**config.mk**
```make
export PLATFORM = sky130hd
export DESIGN_NAME = priority_request_arbiter_table_unit
export DESIGN_NICKNAME = d
export VERILOG_FILES = /design/src/sv/prat_pkg.sv /design/src/sv/prat_best_track.sv /design/src/sv/priority_request_arbiter_table_unit.sv
export VERILOG_INCLUDE_DIRS = /design/src /design/src/sv
export SDC_FILE = /design/constraint.sdc
export NUM_CORES = 1
export LEC_CHECK = 0
export BUFFER_PORTS_ARGS = -buffer_cell sky130_fd_sc_hd__buf_4
export CAP_MARGIN = 30
export CORE_MARGIN = 3
export CORE_UTILIZATION = 40
export CTS_BUF_LIST = sky130_fd_sc_hd__clkbuf_16
export CTS_CLUSTER_SIZE = 25
export DETAILED_ROUTE_END_ITERATION = 16
export PLACE_DENSITY_LB_ADDON = 0.08
export SYNTH_ARGS = -nofsm -noshare
export SYNTH_HDL_FRONTEND = slang
export SYNTH_SLANG_ARGS = --single-unit
export TNS_END_PERCENT = 10
```
**constraint.sdc**
```tcl
create_clock -name aclk -period 11.35 [get_ports aclk]
set_input_delay 0.5675 -clock aclk [delete_from_list [all_inputs] [get_ports aclk]]
set_output_delay 0.5675 -clock aclk [all_outputs]
set_load 0.02 [all_outputs]
```
**src/sv/priority_request_arbiter_table_unit_macros.svh**
```systemverilog
// Assertion macros used by the top level of the arbiter table RTL.
`ifndef PRIORITY_REQUEST_ARBITER_TABLE_UNIT_MACROS_SVH
`define PRIORITY_REQUEST_ARBITER_TABLE_UNIT_MACROS_SVH

// Same-cycle implication, sampled on aclk and idle while aresetn is low.
`define PRAT_ASSERT_SAME(lbl, ante, cons, msg) \
    lbl: assert property (@(posedge aclk) disable iff (!aresetn) (ante) |-> (cons)) \
        else $error(msg);

// Next-cycle implication, sampled on aclk and idle while aresetn is low.
`define PRAT_ASSERT_NEXT(lbl, ante, cons, msg) \
    lbl: assert property (@(posedge aclk) disable iff (!aresetn) (ante) |=> (cons)) \
        else $error(msg);

`endif

```
**src/sv/prat_pkg.sv**
```systemverilog
// Types and constants of the priority request arbiter table.
`timescale 1ns / 1ps
package prat_pkg;

    localparam int IN_TDATA_W  = 88;
    localparam int OUT_TDATA_W = 72;

    localparam logic [1:0] OP_SUBMIT = 2'd0;
    localparam logic [1:0] OP_REMOVE = 2'd1;
    localparam logic [1:0] OP_CLEAR  = 2'd2;

    localparam logic [2:0] ST_ACCEPTED  = 3'd0;
    localparam logic [2:0] ST_INVALID   = 3'd1;
    localparam logic [2:0] ST_FULL      = 3'd2;
    localparam logic [2:0] ST_REMOVED   = 3'd3;
    localparam logic [2:0] ST_NOT_FOUND = 3'd4;
    localparam logic [2:0] ST_CLEARED   = 3'd5;

    // One stored request.
    typedef struct packed {
        logic [15:0] id;
        logic [15:0] tag;
        logic [15:0] prio;
        logic [15:0] inten;
        logic [15:0] reason;
    } slot_entry_t;

    typedef struct packed {
        logic clr;
        logic upd;
    } best_ctl_t;

    typedef struct packed {
        logic        valid;
        logic [15:0] tag;
        logic [15:0] inten;
        logic [15:0] reason;
    } best_t;

endpackage

```
**src/sv/prat_best_track.sv**
```systemverilog
// Running winner of a resolve pass over the stored requests.
`timescale 1ns / 1ps
module prat_best_track import prat_pkg::*; (
    input  logic        aclk,
    input  logic        aresetn,
    input  best_ctl_t   ctl,
    input  slot_entry_t cand,
    output best_t       best
);

    logic        best_vld_reg;
    logic        best_vld_next;
    slot_entry_t best_reg;
    slot_entry_t best_next;
    logic        take;

    // Strictly better only, so the earliest entry keeps a full tie.
    assign take = !best_vld_reg
               || ($signed(cand.prio) > $signed(best_reg.prio))
               || ((cand.prio == best_reg.prio) && (cand.inten > best_reg.inten));

    always_comb begin
        best_vld_next = best_vld_reg;
        best_next     = best_reg;
        if (ctl.clr) begin
            best_vld_next = 1'b0;
        end else if (ctl.upd && take) begin
            best_vld_next = 1'b1;
            best_next     = cand;
        end
    end

    always_ff @(posedge aclk) begin
        if (!aresetn) begin
            best_vld_reg <= 1'b0;
        end else begin
            best_vld_reg <= best_vld_next;
        end
        best_reg <= best_next;
    end

    assign best.valid  = best_vld_reg;
    assign best.tag    = best_reg.tag;
    assign best.inten  = best_reg.inten;
    assign best.reason = best_reg.reason;

endmodule

```
**src/sv/priority_request_arbiter_table_unit.sv**
```systemverilog
// Top level of the priority request arbiter table.
//
// Channel  Dir  Payload (lowest bit first)
// s_       in   opcode 2, state_tag 16, priority_req 16, intensity 18,
//               reason_code 16, request_id 16, zero pad 4
// m_       out  status 3, assigned_id 16, changed 1, resolved_tag 16,
//               resolved_intensity 16, resolved_reason 16, zero pad 4
//
// Requests live in one slot memory with a registered read; entries fill a prefix
// of it and a fill count marks its end. A submit, clear or unused opcode runs a
// resolve pass, one read per entry present after the request. A remove first runs
// a compaction read-write pass over the old entries, then the resolve pass.
// s_tready is high only in idle. A finished result waits in the output register
// while the next request is taken. Reset is synchronous on aresetn and empties
// the table at once.
`timescale 1ns / 1ps
module priority_request_arbiter_table_unit import prat_pkg::*; #(
    parameter int SLOTS = 16
) (
    input  logic                   aclk,
    input  logic                   aresetn,
    input  logic                   s_tvalid,
    output logic                   s_tready,
    // opcode, state_tag, priority_req, intensity, reason_code, request_id
    input  logic [IN_TDATA_W-1:0]  s_tdata,
    output logic                   m_tvalid,
    input  logic                   m_tready,
    // status, assigned_id, changed, resolved_tag, resolved_intensity, resolved_reason
    output logic [OUT_TDATA_W-1:0] m_tdata
);

`include "priority_request_arbiter_table_unit_macros.svh"

    localparam int IDX_W = (SLOTS > 1) ? $clog2(SLOTS) : 1;
    localparam int CNT_W = $clog2(SLOTS + 1);
    localparam logic [CNT_W-1:0] FULL_CNT = CNT_W'(SLOTS);

    typedef enum logic [3:0] {
        S_IDLE    = 4'b0001,
        S_COMPACT = 4'b0010,
        S_RESOLVE = 4'b0100,
        S_FINISH  = 4'b1000
    } fsm_state_t;

    fsm_state_t             state_reg, state_next;
    logic [CNT_W-1:0]       cnt_reg, cnt_next;
    logic [CNT_W-1:0]       rd_ptr_reg, rd_ptr_next;
    logic [CNT_W-1:0]       wr_ptr_reg, wr_ptr_next;
    logic                   pend_reg, pend_next;
    logic                   hit_reg, hit_next;
    logic [15:0]            rid_reg, rid_next;
    logic [2:0]             status_reg, status_next;
    logic [15:0]            assigned_reg, assigned_next;
    logic                   changed_reg, changed_next;
    logic [15:0]            next_id_reg, next_id_next;
    logic [15:0]            cur_tag_reg, cur_tag_next;
    logic [15:0]            cur_inten_reg, cur_inten_next;
    logic [15:0]            cur_reason_reg, cur_reason_next;
    logic                   m_tvalid_reg, m_tvalid_next;
    logic [OUT_TDATA_W-1:0] m_tdata_reg, m_tdata_next;

    slot_entry_t            mem [SLOTS];
    slot_entry_t            rd_data_reg;
    logic                   mem_we;
    logic [IDX_W-1:0]       mem_wa;
    slot_entry_t            mem_wd;
    logic                   mem_re;
    logic [IDX_W-1:0]       mem_ra;

    logic [1:0]             in_op;
    logic [15:0]            in_tag;
    logic [15:0]            in_prio;
    logic [17:0]            in_inten;
    logic [15:0]            in_reason;
    logic [15:0]            in_rid;
    logic [15:0]            in_inten_clamped;
    logic                   accept;
    logic                   scan_more;
    best_ctl_t              best_ctl;
    best_t                  best;
    logic [15:0]            win_tag;
    logic [15:0]            win_inten;
    logic [15:0]            win_reason;
    logic                   win_changed;

    assign in_op     = s_tdata[1:0];
    assign in_tag    = s_tdata[17:2];
    assign in_prio   = s_tdata[33:18];
    assign in_inten  = s_tdata[51:34];
    assign in_reason = s_tdata[67:52];
    assign in_rid    = s_tdata[83:68];

    assign in_inten_clamped = in_inten[17] ? 16'd0 :
                              (in_inten[16] ? 16'hFFFF : in_inten[15:0]);

    assign s_tready  = (state_reg == S_IDLE);
    assign accept    = s_tvalid && s_tready;
    assign scan_more = (rd_ptr_reg < cnt_reg);
    assign mem_re    = ((state_reg == S_COMPACT) || (state_reg == S_RESOLVE)) && scan_more;
    assign mem_ra    = rd_ptr_reg[IDX_W-1:0];

    assign win_tag     = best.valid ? best.tag : 16'd0;
    assign win_inten   = best.valid ? best.inten : 16'd0;
    assign win_reason  = best.valid ? best.reason : 16'd0;
    assign win_changed = (win_tag != cur_tag_reg) || (win_inten != cur_inten_reg);

    // The compaction pass writes slot w only after slot w has been read, and reads
    // run ahead of writes, so the read and write ports never meet on one slot.
    always_ff @(posedge aclk) begin
        if (mem_we) begin
            mem[mem_wa] <= mem_wd;
        end
        if (mem_re) begin
            rd_data_reg <= mem[mem_ra];
        end
    end

    prat_best_track u_best (
        .aclk    (aclk),
        .aresetn (aresetn),
        .ctl     (best_ctl),
        .cand    (rd_data_reg),
        .best    (best)
    );

    always_comb begin
        state_next      = state_reg;
        cnt_next        = cnt_reg;
        rd_ptr_next     = rd_ptr_reg;
        wr_ptr_next     = wr_ptr_reg;
        pend_next       = pend_reg;
        hit_next        = hit_reg;
        rid_next        = rid_reg;
        status_next     = status_reg;
        assigned_next   = assigned_reg;
        changed_next    = changed_reg;
        next_id_next    = next_id_reg;
        cur_tag_next    = cur_tag_reg;
        cur_inten_next  = cur_inten_reg;
        cur_reason_next = cur_reason_reg;
        m_tvalid_next   = m_tvalid_reg;
        m_tdata_next    = m_tdata_reg;
        mem_we          = 1'b0;
        mem_wa          = cnt_reg[IDX_W-1:0];
        mem_wd.id       = next_id_reg;
        mem_wd.tag      = in_tag;
        mem_wd.prio     = in_prio;
        mem_wd.inten    = in_inten_clamped;
        mem_wd.reason   = in_reason;
        best_ctl.clr    = 1'b0;
        best_ctl.upd    = 1'b0;

        if (m_tvalid_reg && m_tready) begin
            m_tvalid_next = 1'b0;
        end

        case (state_reg)
            S_IDLE: begin
                if (accept) begin
                    rd_ptr_next   = '0;
                    wr_ptr_next   = '0;
                    pend_next     = 1'b0;
                    hit_next      = 1'b0;
                    rid_next      = in_rid;
                    assigned_next = 16'd0;
                    best_ctl.clr  = 1'b1;
                    state_next    = S_RESOLVE;
                    case (in_op)
                        OP_SUBMIT: begin
                            if (in_tag == 16'd0) begin
                                status_next = ST_INVALID;
                            end else if (cnt_reg == FULL_CNT) begin
                                status_next = ST_FULL;
                            end else begin
                                mem_we        = 1'b1;
                                cnt_next      = cnt_reg + 1'b1;
                                assigned_next = next_id_reg;
                                next_id_next  = (next_id_reg == 16'hFFFF) ? 16'd1
                                                                          : next_id_reg + 16'd1;
                                status_next   = ST_ACCEPTED;
                            end
                        end
                        OP_REMOVE: begin
                            state_next = S_COMPACT;
                        end
                        OP_CLEAR: begin
                            cnt_next    = '0;
                            status_next = ST_CLEARED;
                        end
                        default: begin
                            status_next = ST_NOT_FOUND;
                        end
                    endcase
                end
            end
            S_COMPACT: begin
                pend_next = scan_more;
                if (scan_more) begin
                    rd_ptr_next = rd_ptr_reg + 1'b1;
                end
                if (pend_reg) begin
                    if (rd_data_reg.id == rid_reg) begin
                        hit_next = 1'b1;
                    end else begin
                        mem_we      = 1'b1;
                        mem_wa      = wr_ptr_reg[IDX_W-1:0];
                        mem_wd      = rd_data_reg;
                        wr_ptr_next = wr_ptr_reg + 1'b1;
                    end
                end
                if (!scan_more && !pend_reg) begin
                    cnt_next     = wr_ptr_reg;
                    status_next  = hit_reg ? ST_REMOVED : ST_NOT_FOUND;
                    rd_ptr_next  = '0;
                    best_ctl.clr = 1'b1;
                    state_next   = S_RESOLVE;
                end
            end
            S_RESOLVE: begin
                pend_next    = scan_more;
                best_ctl.upd = pend_reg;
                if (scan_more) begin
                    rd_ptr_next = rd_ptr_reg + 1'b1;
                end
                if (!scan_more && !pend_reg) begin
                    changed_next = win_changed;
                    if (win_changed) begin
                        cur_tag_next    = win_tag;
                        cur_inten_next  = win_inten;
                        cur_reason_next = win_reason;
                    end
                    state_next = S_FINISH;
                end
            end
            S_FINISH: begin
                if (!m_tvalid_reg || m_tready) begin
                    m_tvalid_next = 1'b1;
                    m_tdata_next  = {4'b0000, cur_reason_reg, cur_inten_reg, cur_tag_reg,
                                     changed_reg, assigned_reg, status_reg};
                    state_next    = S_IDLE;
                end
            end
            default: begin
                state_next = S_IDLE;
            end
        endcase
    end

    always_ff @(posedge aclk) begin
        if (!aresetn) begin
            state_reg      <= S_IDLE;
            cnt_reg        <= '0;
            rd_ptr_reg     <= '0;
            wr_ptr_reg     <= '0;
            pend_reg       <= 1'b0;
            hit_reg        <= 1'b0;
            next_id_reg    <= 16'd1;
            cur_tag_reg    <= 16'd0;
            cur_inten_reg  <= 16'd0;
            cur_reason_reg <= 16'd0;
            m_tvalid_reg   <= 1'b0;
        end else begin
            state_reg      <= state_next;
            cnt_reg        <= cnt_next;
            rd_ptr_reg     <= rd_ptr_next;
            wr_ptr_reg     <= wr_ptr_next;
            pend_reg       <= pend_next;
            hit_reg        <= hit_next;
            next_id_reg    <= next_id_next;
            cur_tag_reg    <= cur_tag_next;
            cur_inten_reg  <= cur_inten_next;
            cur_reason_reg <= cur_reason_next;
            m_tvalid_reg   <= m_tvalid_next;
        end
        rid_reg      <= rid_next;
        status_reg   <= status_next;
        assigned_reg <= assigned_next;
        changed_reg  <= changed_next;
        m_tdata_reg  <= m_tdata_next;
    end

    assign m_tvalid = m_tvalid_reg;
    assign m_tdata  = m_tdata_reg;

    `PRAT_ASSERT_SAME(a_cnt_bound, 1'b1, cnt_reg <= FULL_CNT, "fill count beyond table size")
    `PRAT_ASSERT_SAME(a_wr_behind_rd, state_reg == S_COMPACT, wr_ptr_reg <= rd_ptr_reg, "compaction write pointer passed read pointer")
    `PRAT_ASSERT_NEXT(a_submit_grows, accept && (in_op == OP_SUBMIT) && (in_tag != 16'd0) && (cnt_reg != FULL_CNT), cnt_reg == $past(cnt_reg) + 1'b1, "accepted submit did not grow the table")
    `PRAT_ASSERT_SAME(a_winner_tag, (state_reg == S_FINISH) && (cnt_reg != '0), cur_tag_reg != 16'd0, "non-empty table resolved to tag zero")

endmodule

```
* Word level (Yosys, flattened, before mapping) *
Memory sizes are Yosys's and may differ from the RTL's. A register that Yosys moved wholly into a read port is not among the register bits.
Index checks and enable logic that the tools add are counted.

cells by class
  add/sub/neg operators = 4
  multiply operators = 0
  div/mod/pow operators = 0
  magnitude comparators = 3
  equality and inequality tests = 23
  shifts and indexed selects = 0
  mux-type cells = 59
  bitwise gates (word level) = 5
  reductions and logical operators = 36

operators with widths
  kind                     number
  $mux W80                 3
  $mux W16                 6
  $mux W5                  9
  $eq A16 B16 Y1           2
  $gt A16 B16 Y1           2
  $ne A16 B16 Y1           2
  $pmux W5 S2              3
  $mux W4                  7
  $mux W1                  17
  $add A16 B1 Y16 const B  1
  $eq A16 B16 Y1 const B   1
  $logic_not A16 Y1        1
  $pmux W4 S4              1
  $reduce_and A4 Y1        4
  $add A5 B1 Y5 const B    3
  $pmux W5 S3              1
  $mux W3                  4
  $reduce_and A2 Y1        6
  $pmux W3 S3              1
  $ne A2 B1 Y1 const B     4
  $ne A2 B2 Y1 const B     4
  $pmux W1 S2              4
  $logic_and A1 B1 Y1      6
  $ne A3 B3 Y1 const B     2
  22 further kinds         36

storage, ports and cells
  flip-flop bits (word level) = 255
  latch bits = 0
  bits in writable memories = 1280
  memory bits (read-only) = 0
  input port bits = 92
  output and inout bits = 74
  word-level logic and storage cells = 152
  memories = 1

memories
  memory  depth  bits a word  rd ports  clocked after memory_dff  wr ports  RTL line                                   text
  mem     16     80           1         1                         1         priority_request_arbiter_table_unit.sv:62  slot_entry_t mem [SLOTS];

* Longest topological paths before layout *
Gate-level depths: netlist of the first run.

  depth after elaboration = 8
  gate-level depth with buffers = 11
  mapped depth without buffers = 9

* Modules after synthesis *
A second synthesis of the first run with hierarchy kept.

second synthesis, totals
  cells, all modules = 2978
  area total of the unflattened synthesis = 62831.5 um^2

modules (own cells, without submodules)
  module                               instances  cells an instance  area each (um^2)  sequential area each (um^2)
  priority_request_arbiter_table_unit  1          2741               59653.5           45683.8
  prat_best_track                      1          237                3178.0            1941.9

* Worst setup path after synthesis of the first run *
OpenSTA, ideal clock, no wires.

  path kind = flip-flop to flip-flop
  from = register state_reg[3]
  to = memory mem[4][0] in the netlist's numbering (enable)
  setup time = 616 ps
  arrival time = 7334 ps
  setup slack = 3400 ps
  stages on the path, launching flop included = 8
  path buffers = 0
  period minus slack after synthesis = 7950 ps
  path through = dfxtp_1 nand3b_2 clkinv_2 nand2_4 inv_2 nand3_1 a21o_1 nor3_1

between the ends
  longest elaborated chain between the ends = 6
  elaborated cells on any way between the ends = 8
  classes of those cells = eq/ne: 2; mux: 5; reduce/logical: 1

RTL lines
  what                             RTL line                                    text
  start: declaration               priority_request_arbiter_table_unit.sv:45   fsm_state_t state_reg, state_next;
  start signal: assignment         priority_request_arbiter_table_unit.sv:263  state_reg <= state_next;
  $eq A4 B1 Y1 *                   priority_request_arbiter_table_unit.sv:96   assign s_tready = (state_reg == S_IDLE);
  via s_tready                     priority_request_arbiter_table_unit.sv:23   output logic s_tready,
  $logic_and A1 B1 Y1              priority_request_arbiter_table_unit.sv:97   assign accept = s_tvalid && s_tready;
  $mux W1                          priority_request_arbiter_table_unit.sv:159  if (accept) begin
  $pmux W1 S2 *                    priority_request_arbiter_table_unit.sv:157  case (state_reg)
  $mux W1 *                        priority_request_arbiter_table_unit.sv:110  if (mem_we) begin
  $mux W1 (implied by the code) *  priority_request_arbiter_table_unit.sv:111  mem[mem_wa] <= mem_wd;
  end: declaration                 priority_request_arbiter_table_unit.sv:62

Mark *: on every way through the listed nets, which the timed path passes. The rest lies on a longest branch.

* Worst setup path in the final report of the first run *
  from = register rd_data_reg[78] (netlist name)
  to = memory mem[13][43] in the netlist's numbering (enable)

between the ends
  longest elaborated chain between the ends = 6
  elaborated cells on any way between the ends = 9
  classes of those cells = eq/ne: 1; mux: 8

RTL lines
  what                           RTL line                                    text
  $eq A16 B16 Y1 *               priority_request_arbiter_table_unit.sv:202  if (rd_data_reg.id == rid_reg) begin
  $mux W1                        priority_request_arbiter_table_unit.sv:202
  $mux W1                        priority_request_arbiter_table_unit.sv:201  if (pend_reg) begin
  $pmux W1 S2                    priority_request_arbiter_table_unit.sv:157
  $mux W1                        priority_request_arbiter_table_unit.sv:110
  $mux W1 (implied by the code)  priority_request_arbiter_table_unit.sv:111

Every way passes the cells marked *; elsewhere a longest branch is shown, timed or not.

==> results of run 1 <==
synth_stat cells, types with 4 or more instances:
cell type / instances
o21ai_0: 24
nand4b_1: 9
buf_4: 8
a21o_1: 11
dfxtp_1: 87
o21a_1: 5
a21oi_1: 24
edfxtp_1: 1528
and2_1: 6
xnor2_1: 13
xor2_1: 41
o31ai_1: 17
a22oi_1: 7
mux4_2: 400
mux2_2: 66
o22ai_1: 17
inv_1: 45
and3_1: 20
o221a_2: 4
mux2i_1: 53
buf_2: 40
nor2_1: 68
nand3_1: 73
a21boi_0: 5
nor4_1: 13
clkbuf_1: 77
nor3_1: 22
buf_1: 13
o211ai_1: 4
nand2_1: 99
nand4_1: 15
nor2b_1: 8
ha_1: 41
nand2b_1: 8
nand3b_1: 7
worst max path at each step:
stage | start | to | slack (ps) | cells past startpoint
5_1_grt | rd_data_reg[78] | mem[13][43] | 5970 | 9
2_1_floorplan | state_reg[3] | mem[4][0] | 3400 | 7
3_5_place_dp | rid_reg[2] | mem[13][41] | 6200 | 9
3_3_place_gp | rid_reg[2] | mem[1][43] | 6170 | 9
4_1_cts | rid_reg[2] | mem[13][41] | 6140 | 9
6_report | rd_data_reg[78] | mem[13][43] | 6290 | 9
through the flow:
stage	area [um^2]	total power (uW)	util [%]	worst slack [ps]	hold slack [ps]
6_report	72200	12600	46.7	6290	167
5_1_grt	72200	13100	46.7	5970	135
4_1_cts	72200	12800	46.6	6140	98.7
3_5_place_dp	66600	7460	43.0	6200	405
3_3_place_gp	66400	7430	42.9	6170	403
2_1_floorplan	62600	7240	-	3400	400
final cells by class:
class	count	area [um^2]
fillers	12700	82600
flip-flops and latches	1615	47600
clock buffers	177	4430
well taps	2044	2560
repair buffers	250	2190
clock inverters	136	962
inverters	48	181
multi-input cells	1122	14200
cell families after synthesis:
family,count (synthesis)
AOI/OAI and AO/OA,138
adders and majority gates,41
and+or+nand+nor,366
buffers and inverters,190
DFF,1615
other,1
muxes,519
xor gates and xnor gates,54
worst max-delay path, stage by stage (launching register included):
cell and delay, ps:
edfxtp_1 430, xor2_1 170, nor4_1 530, nand4_1 380, nand3_4 440, mux2i_1 600
nand2b_1 290, nor3_2 160, buf_4 720, buf_4 840
where the power goes:
group | switching (uW) | leakage [uW] | total [uW] | internal (uW)
Combinational | 359 | 0.00559 | 701 | 342
Sequential | 42.6 | 0.0141 | 6620 | 6570
Clock | 2230 | 0.00283 | 5330 | 3100
cell usage in the layout, fill, tap and decap left out, drive strengths merged, types with 9 or more instances in the layout:
master and instances:
dlygate4sd3 17, nor4 14, nand4b 9, a21oi 25, o22ai 17, o31ai 17, and3 20, ha 41
nand2 102, mux2i 53, bufinv 13, mux2 66, clkinv 70, xor2 41, edfxtp 1528, a21o 11
o21ai 26, buf 233, nand4 16, nand3 74, xnor2 13, inv 97, nor3 25, nor2 68
dfxtp 87, clkbuf 177, mux4 400
per-layer routing:
layer / GRT usage, % / vias to the layer above / routed length [um]
met2: 32.3 / 811 / 77800
met3: 3.50 / 236 / 8160
met5: 0 / - / 27
met4: 5.39 / 4 / 3580
met1: 26.1 / 16300 / 65700
li1: - / 12700 / -
==> impl_metrics.tcl, run 1 <==
set metrics [dict create \
    overflow 0 \
    ff2ff_path_depth 9 \
    synth_simple_gate_area_share_pct 2.96 \
    die-area_um2 161000 \
    status "complete, no violations" \
    portBuffers 157 \
    muxShareOfSynthArea_pct 16.4 \
    synth.area.top_cells "edfxtp_1, mux4_2, dfxtp_1, mux2_2, mux2i_1" \
    final_nets 3342 \
    dp_hpwl_um 82700 \
    syn_area_per_cell_um2 21.4 \
    required_ps 11740 \
    rows 144 \
    grt_pass1_wl_um 225000 \
    syn2layout_area_growth_pct 15.4 \
    drc 0 \
    cts_buffers 172 \
    track_usage_pct 19.3 \
    p_per_area_nw_per_um2 175 \
    tns_ps 0 \
    hp-class "primary input to register" \
    antenna_cells 0 \
    hp-start "s_tdata[0]" \
    grt_max_degree 154 \
    slew_viol_final 0 \
    rrSetupSlack_ps 6290 \
    setup_viol 0 \
    gp_congestion 0.756 \
    largest_reg_flops 1280 \
    postCtsSetupBuffers 0 \
    via_per_inst 5.57 \
    antenna_left 0 \
    arrival_ps 5450 \
    cts_tree "yes" \
    min_period_over_period_pct 44.6 \
    clock-sinks 1615 \
    worst-path-max-fanout 42 \
    synth.top_cell.area_share_pct 73.3 \
    synth_edf_count 1528 \
    grt_pass1_vias 31700 \
    maxCapViolCount 0 \
    postCtsResizedCells 0 \
    worstMarginPinSlew_ps 1310 \
    synth_top_family_by_area "multiplexers" \
    fin_worst_skew_ps 22.1 \
    coreArea_um2 155000 \
    cts.root.buffer_cell "clkbuf_16" \
    ys_seq_elements 1615 \
    rr_startpoint "rd_data_reg[78]" \
    io-pin-count 166 \
    finalNonFillerCells 5392 \
    die_h_um 401 \
    yosysTopAreaCell "edfxtp_1" \
    hold_end "status_reg[2]" \
    syn_area_um2 62600 \
    clk_latency_ps 780 \
    drtPass1Iterations 5 \
    routed-via-count 30000 \
    holdPathStages 2 \
    clock_path_buffers 3 \
    syn-instance-count 2924 \
    period_needed_ps 5060 \
    r2r-end "mem[13][43]" \
    timing.slew.headroom_pct 12.4 \
    rsz0062_at_grt "no" \
    worstSetupEndpointType "register" \
    postSynth.asyncResetShare_pct 0 \
    yosys.area_share.adder_pct 0.820 \
    cts.hold.buffers_added 17 \
    criticalPathCategory "register to register" \
    peakVddDrop_v 0.000137 \
    start_util_pct 40.4 \
    wl_per_cell_um 28.8 \
    first_iter_violations 2316 \
    drt-total-wl_um 155000 \
    synth_compound_area_share_pct 1.53 \
    hold_violations 0 \
    max_freq_mhz 198 \
    ys_seq_area_share_pct 76.1 \
    p_leak_uw 0.0225 \
    fp.dieW_um 401 \
    clk_pin_slew_ps 60 \
    yosys_warnings 0 \
    antenna_found_initial 10 \
    place_inst 5059 \
    htreeDepth 4 \
    synth_flop_cell "edfxtp_1" \
    startpoint_type "register" \
    drive_above_1_share_pct 29.2 \
    synth_cell_types 72 \
    synthXorXnorAreaFrac_pct 0.756 \
]
No activity file was read; power rests on OpenSTA's default activity.
==> run 2: changes to the inputs <==
- clock period: 11.35 -> 4.6 ns (I/O delays scaled with it)
==> run 2 against run 1 <==
  * Flip-flop and latch count did not move
  * Register-to-register slack worse by 5400 ps
  * Count of clock-buffer cells in the layout grew 1
  * Setup slack worse by 5400 ps
  * Highest routed layer unchanged
  * Critical endpoint is now mem[7][33]
==> impl_metrics.tcl, run 2 (synthesis results as in run 1) <==
set metrics [dict create \
    hp-class "primary input to register" \
    grt_pass1_vias 31700 \
    drt-total-wl_um 155000 \
    swShare_pct 20.9 \
    clock-sinks 1615 \
    p_seq_share_pct 52.1 \
    peakVddDrop_v 0.000328 \
    arrival_ps 4130 \
    grt_pass1_wl_um 225000 \
    clk_latency_ps 780 \
    drtPass1Iterations 5 \
    required_ps 4990 \
    clk_pin_slew_ps 60 \
    finalNonFillerCells 5461 \
    critPathMaxStageDelay_ps 610 \
    drive_above_1_share_pct 29.1 \
    rsz0062_at_grt "no" \
    grt_max_degree 93 \
    combinationalPowerShare_pct 5.8 \
    fillers 12700 \
    status "complete, no violations" \
    worstMarginPinSlew_ps 993 \
    crit_chain "xor2_1, nor4_1, nand4_1, nand3_4, mux2_2, nand2b_1, nor3_4, buf_12" \
    cts.root.buffer_cell "clkbuf_16" \
    die-area_um2 161000 \
    wl_per_cell_um 28.3 \
    antenna_left 0 \
    routed-via-count 30300 \
    multi_input_area_um2 14300 \
    final_nets 3407 \
    startpoint_type "register" \
    io-pin-count 166 \
    drc 0 \
    fin_worst_skew_ps 23.9 \
    antenna_found_initial 15 \
    p_leak_uw 0.0229 \
    syn2layout_area_growth_pct 16.8 \
    htreeDepth 4 \
    portBuffers 157 \
    max_freq_mhz 267 \
    worstSetupEndpointType "register" \
    min_period_over_period_pct 81.3 \
    overflow 0 \
    place_inst 5079 \
    postCtsResizedCells 0 \
    maxCapViolCount 0 \
    worst-path-max-fanout 80 \
    hold_violations 0 \
    cpMaxStageDelayCell "buf_12" \
    seqCellArea_um2 47600 \
    dp_hpwl_um 84100 \
    layout_common_cells "edfxtp_1, mux4_2, buf_4, clkbuf_16" \
    power.net_switching_uw 6550 \
    setup_viol 0 \
    period_needed_ps 3740 \
    criticalPathCategory "register to register" \
    clock_path_buffers 3 \
    rows 144 \
    p_int_uw 24800 \
    dpl_cell_area_um2 67000 \
    final_common_cell "edfxtp_1" \
    via_per_inst 5.55 \
    largest_reg_flops 1280 \
    fp.dieW_um 401 \
    p_per_area_nw_per_um2 429 \
    cts_buffers 172 \
    slew_viol_final 0 \
    coreArea_um2 155000 \
    die_h_um 401 \
    gp_congestion 0.743 \
    timing.slew.headroom_pct 33.8 \
    final_area_um2 73100 \
    first_iter_violations 2563 \
    p_total_uw 31300 \
    start_util_pct 40.4 \
    track_usage_pct 19.3 \
    p_clk_share_pct 42.1 \
    cts_tree "yes" \
]
-- run 2: cell count changes in the layout (fill, tap and decap cells not counted), sizes merged --
cell,delta
buf,+18
clkbuf,+1
clkinv,-12
clkinvlp,+1
diode,+4
dlygate4sd3,+47
inv,+10
-- run 2: area by class of cell --
type / count / area share (%)
sequential: 1615 / 65.2
multi-input combinational: 1122 / 19.6
clock buffer: 178 / 6.10
timing repair buffer: 315 / 3.99
tap: 2044 / 3.50
clock inverter: 135 / 1.30
inverter: 48 / 0.248
antenna: 4 / 0.0137
-- run 2: worst max-delay path: cells and delay by family, from the launching register on --
kind	cells	cell delay, ps
simple gates	5	1730
xor+xnor	1	160
mux	1	350
flops	1	410
buf+inv	1	610
-- run 2: worst paths after layout --
path	start	end	slack, ps	depth (start not counted)
hold reg to reg	assigned_reg[6]	m_tdata[9]	420	0
hold / removal	s_tdata[54]	mem[15][2]	40	2
setup reg to reg	rd_data_reg[73]	mem[7][33]	860	8
setup / recovery	rd_data_reg[73]	mem[7][33]	860	8
-- run 2: routing by layer --
layer / track usage, % / up-vias / part of all wire (%)
li1: - / 12900 / -
met1: 27.2 / 16400 / 44
met2: 31.0 / 794 / 48
met3: 3.94 / 205 / 5.6
met4: 4.91 / 4 / 2.1
met5: 0 / - / 0.020
-- run 2: repair_timing --
item / CTS / global route
buffers inserted: 0 / 0
endpoints found under the hold margin: 683 / 0
hold buffers: 64 / 0
-- run 2: power by group through the flow --
stage	logic [uW]	registers, uW	clock network, uW
after floorplan	1280	16600	0
after global placement	1780	16600	0
after detailed placement	1810	16600	0
after CTS	1870	16300	13600
after global routing	1980	16300	14200
final	1820	16300	13200
-- run 2: per-stage QoR --
stage,setup WS (ps),utilization (%),hold WS (ps),setup TNS [ps]
finish,861,47.2,39.3,0
global route,538,47.2,45.5,0
CTS,715,47.2,4.02,0
detailed placement,761,43.3,407,0
global placement,556,43.3,403,0
floorplan,-970,-,329,-1217560
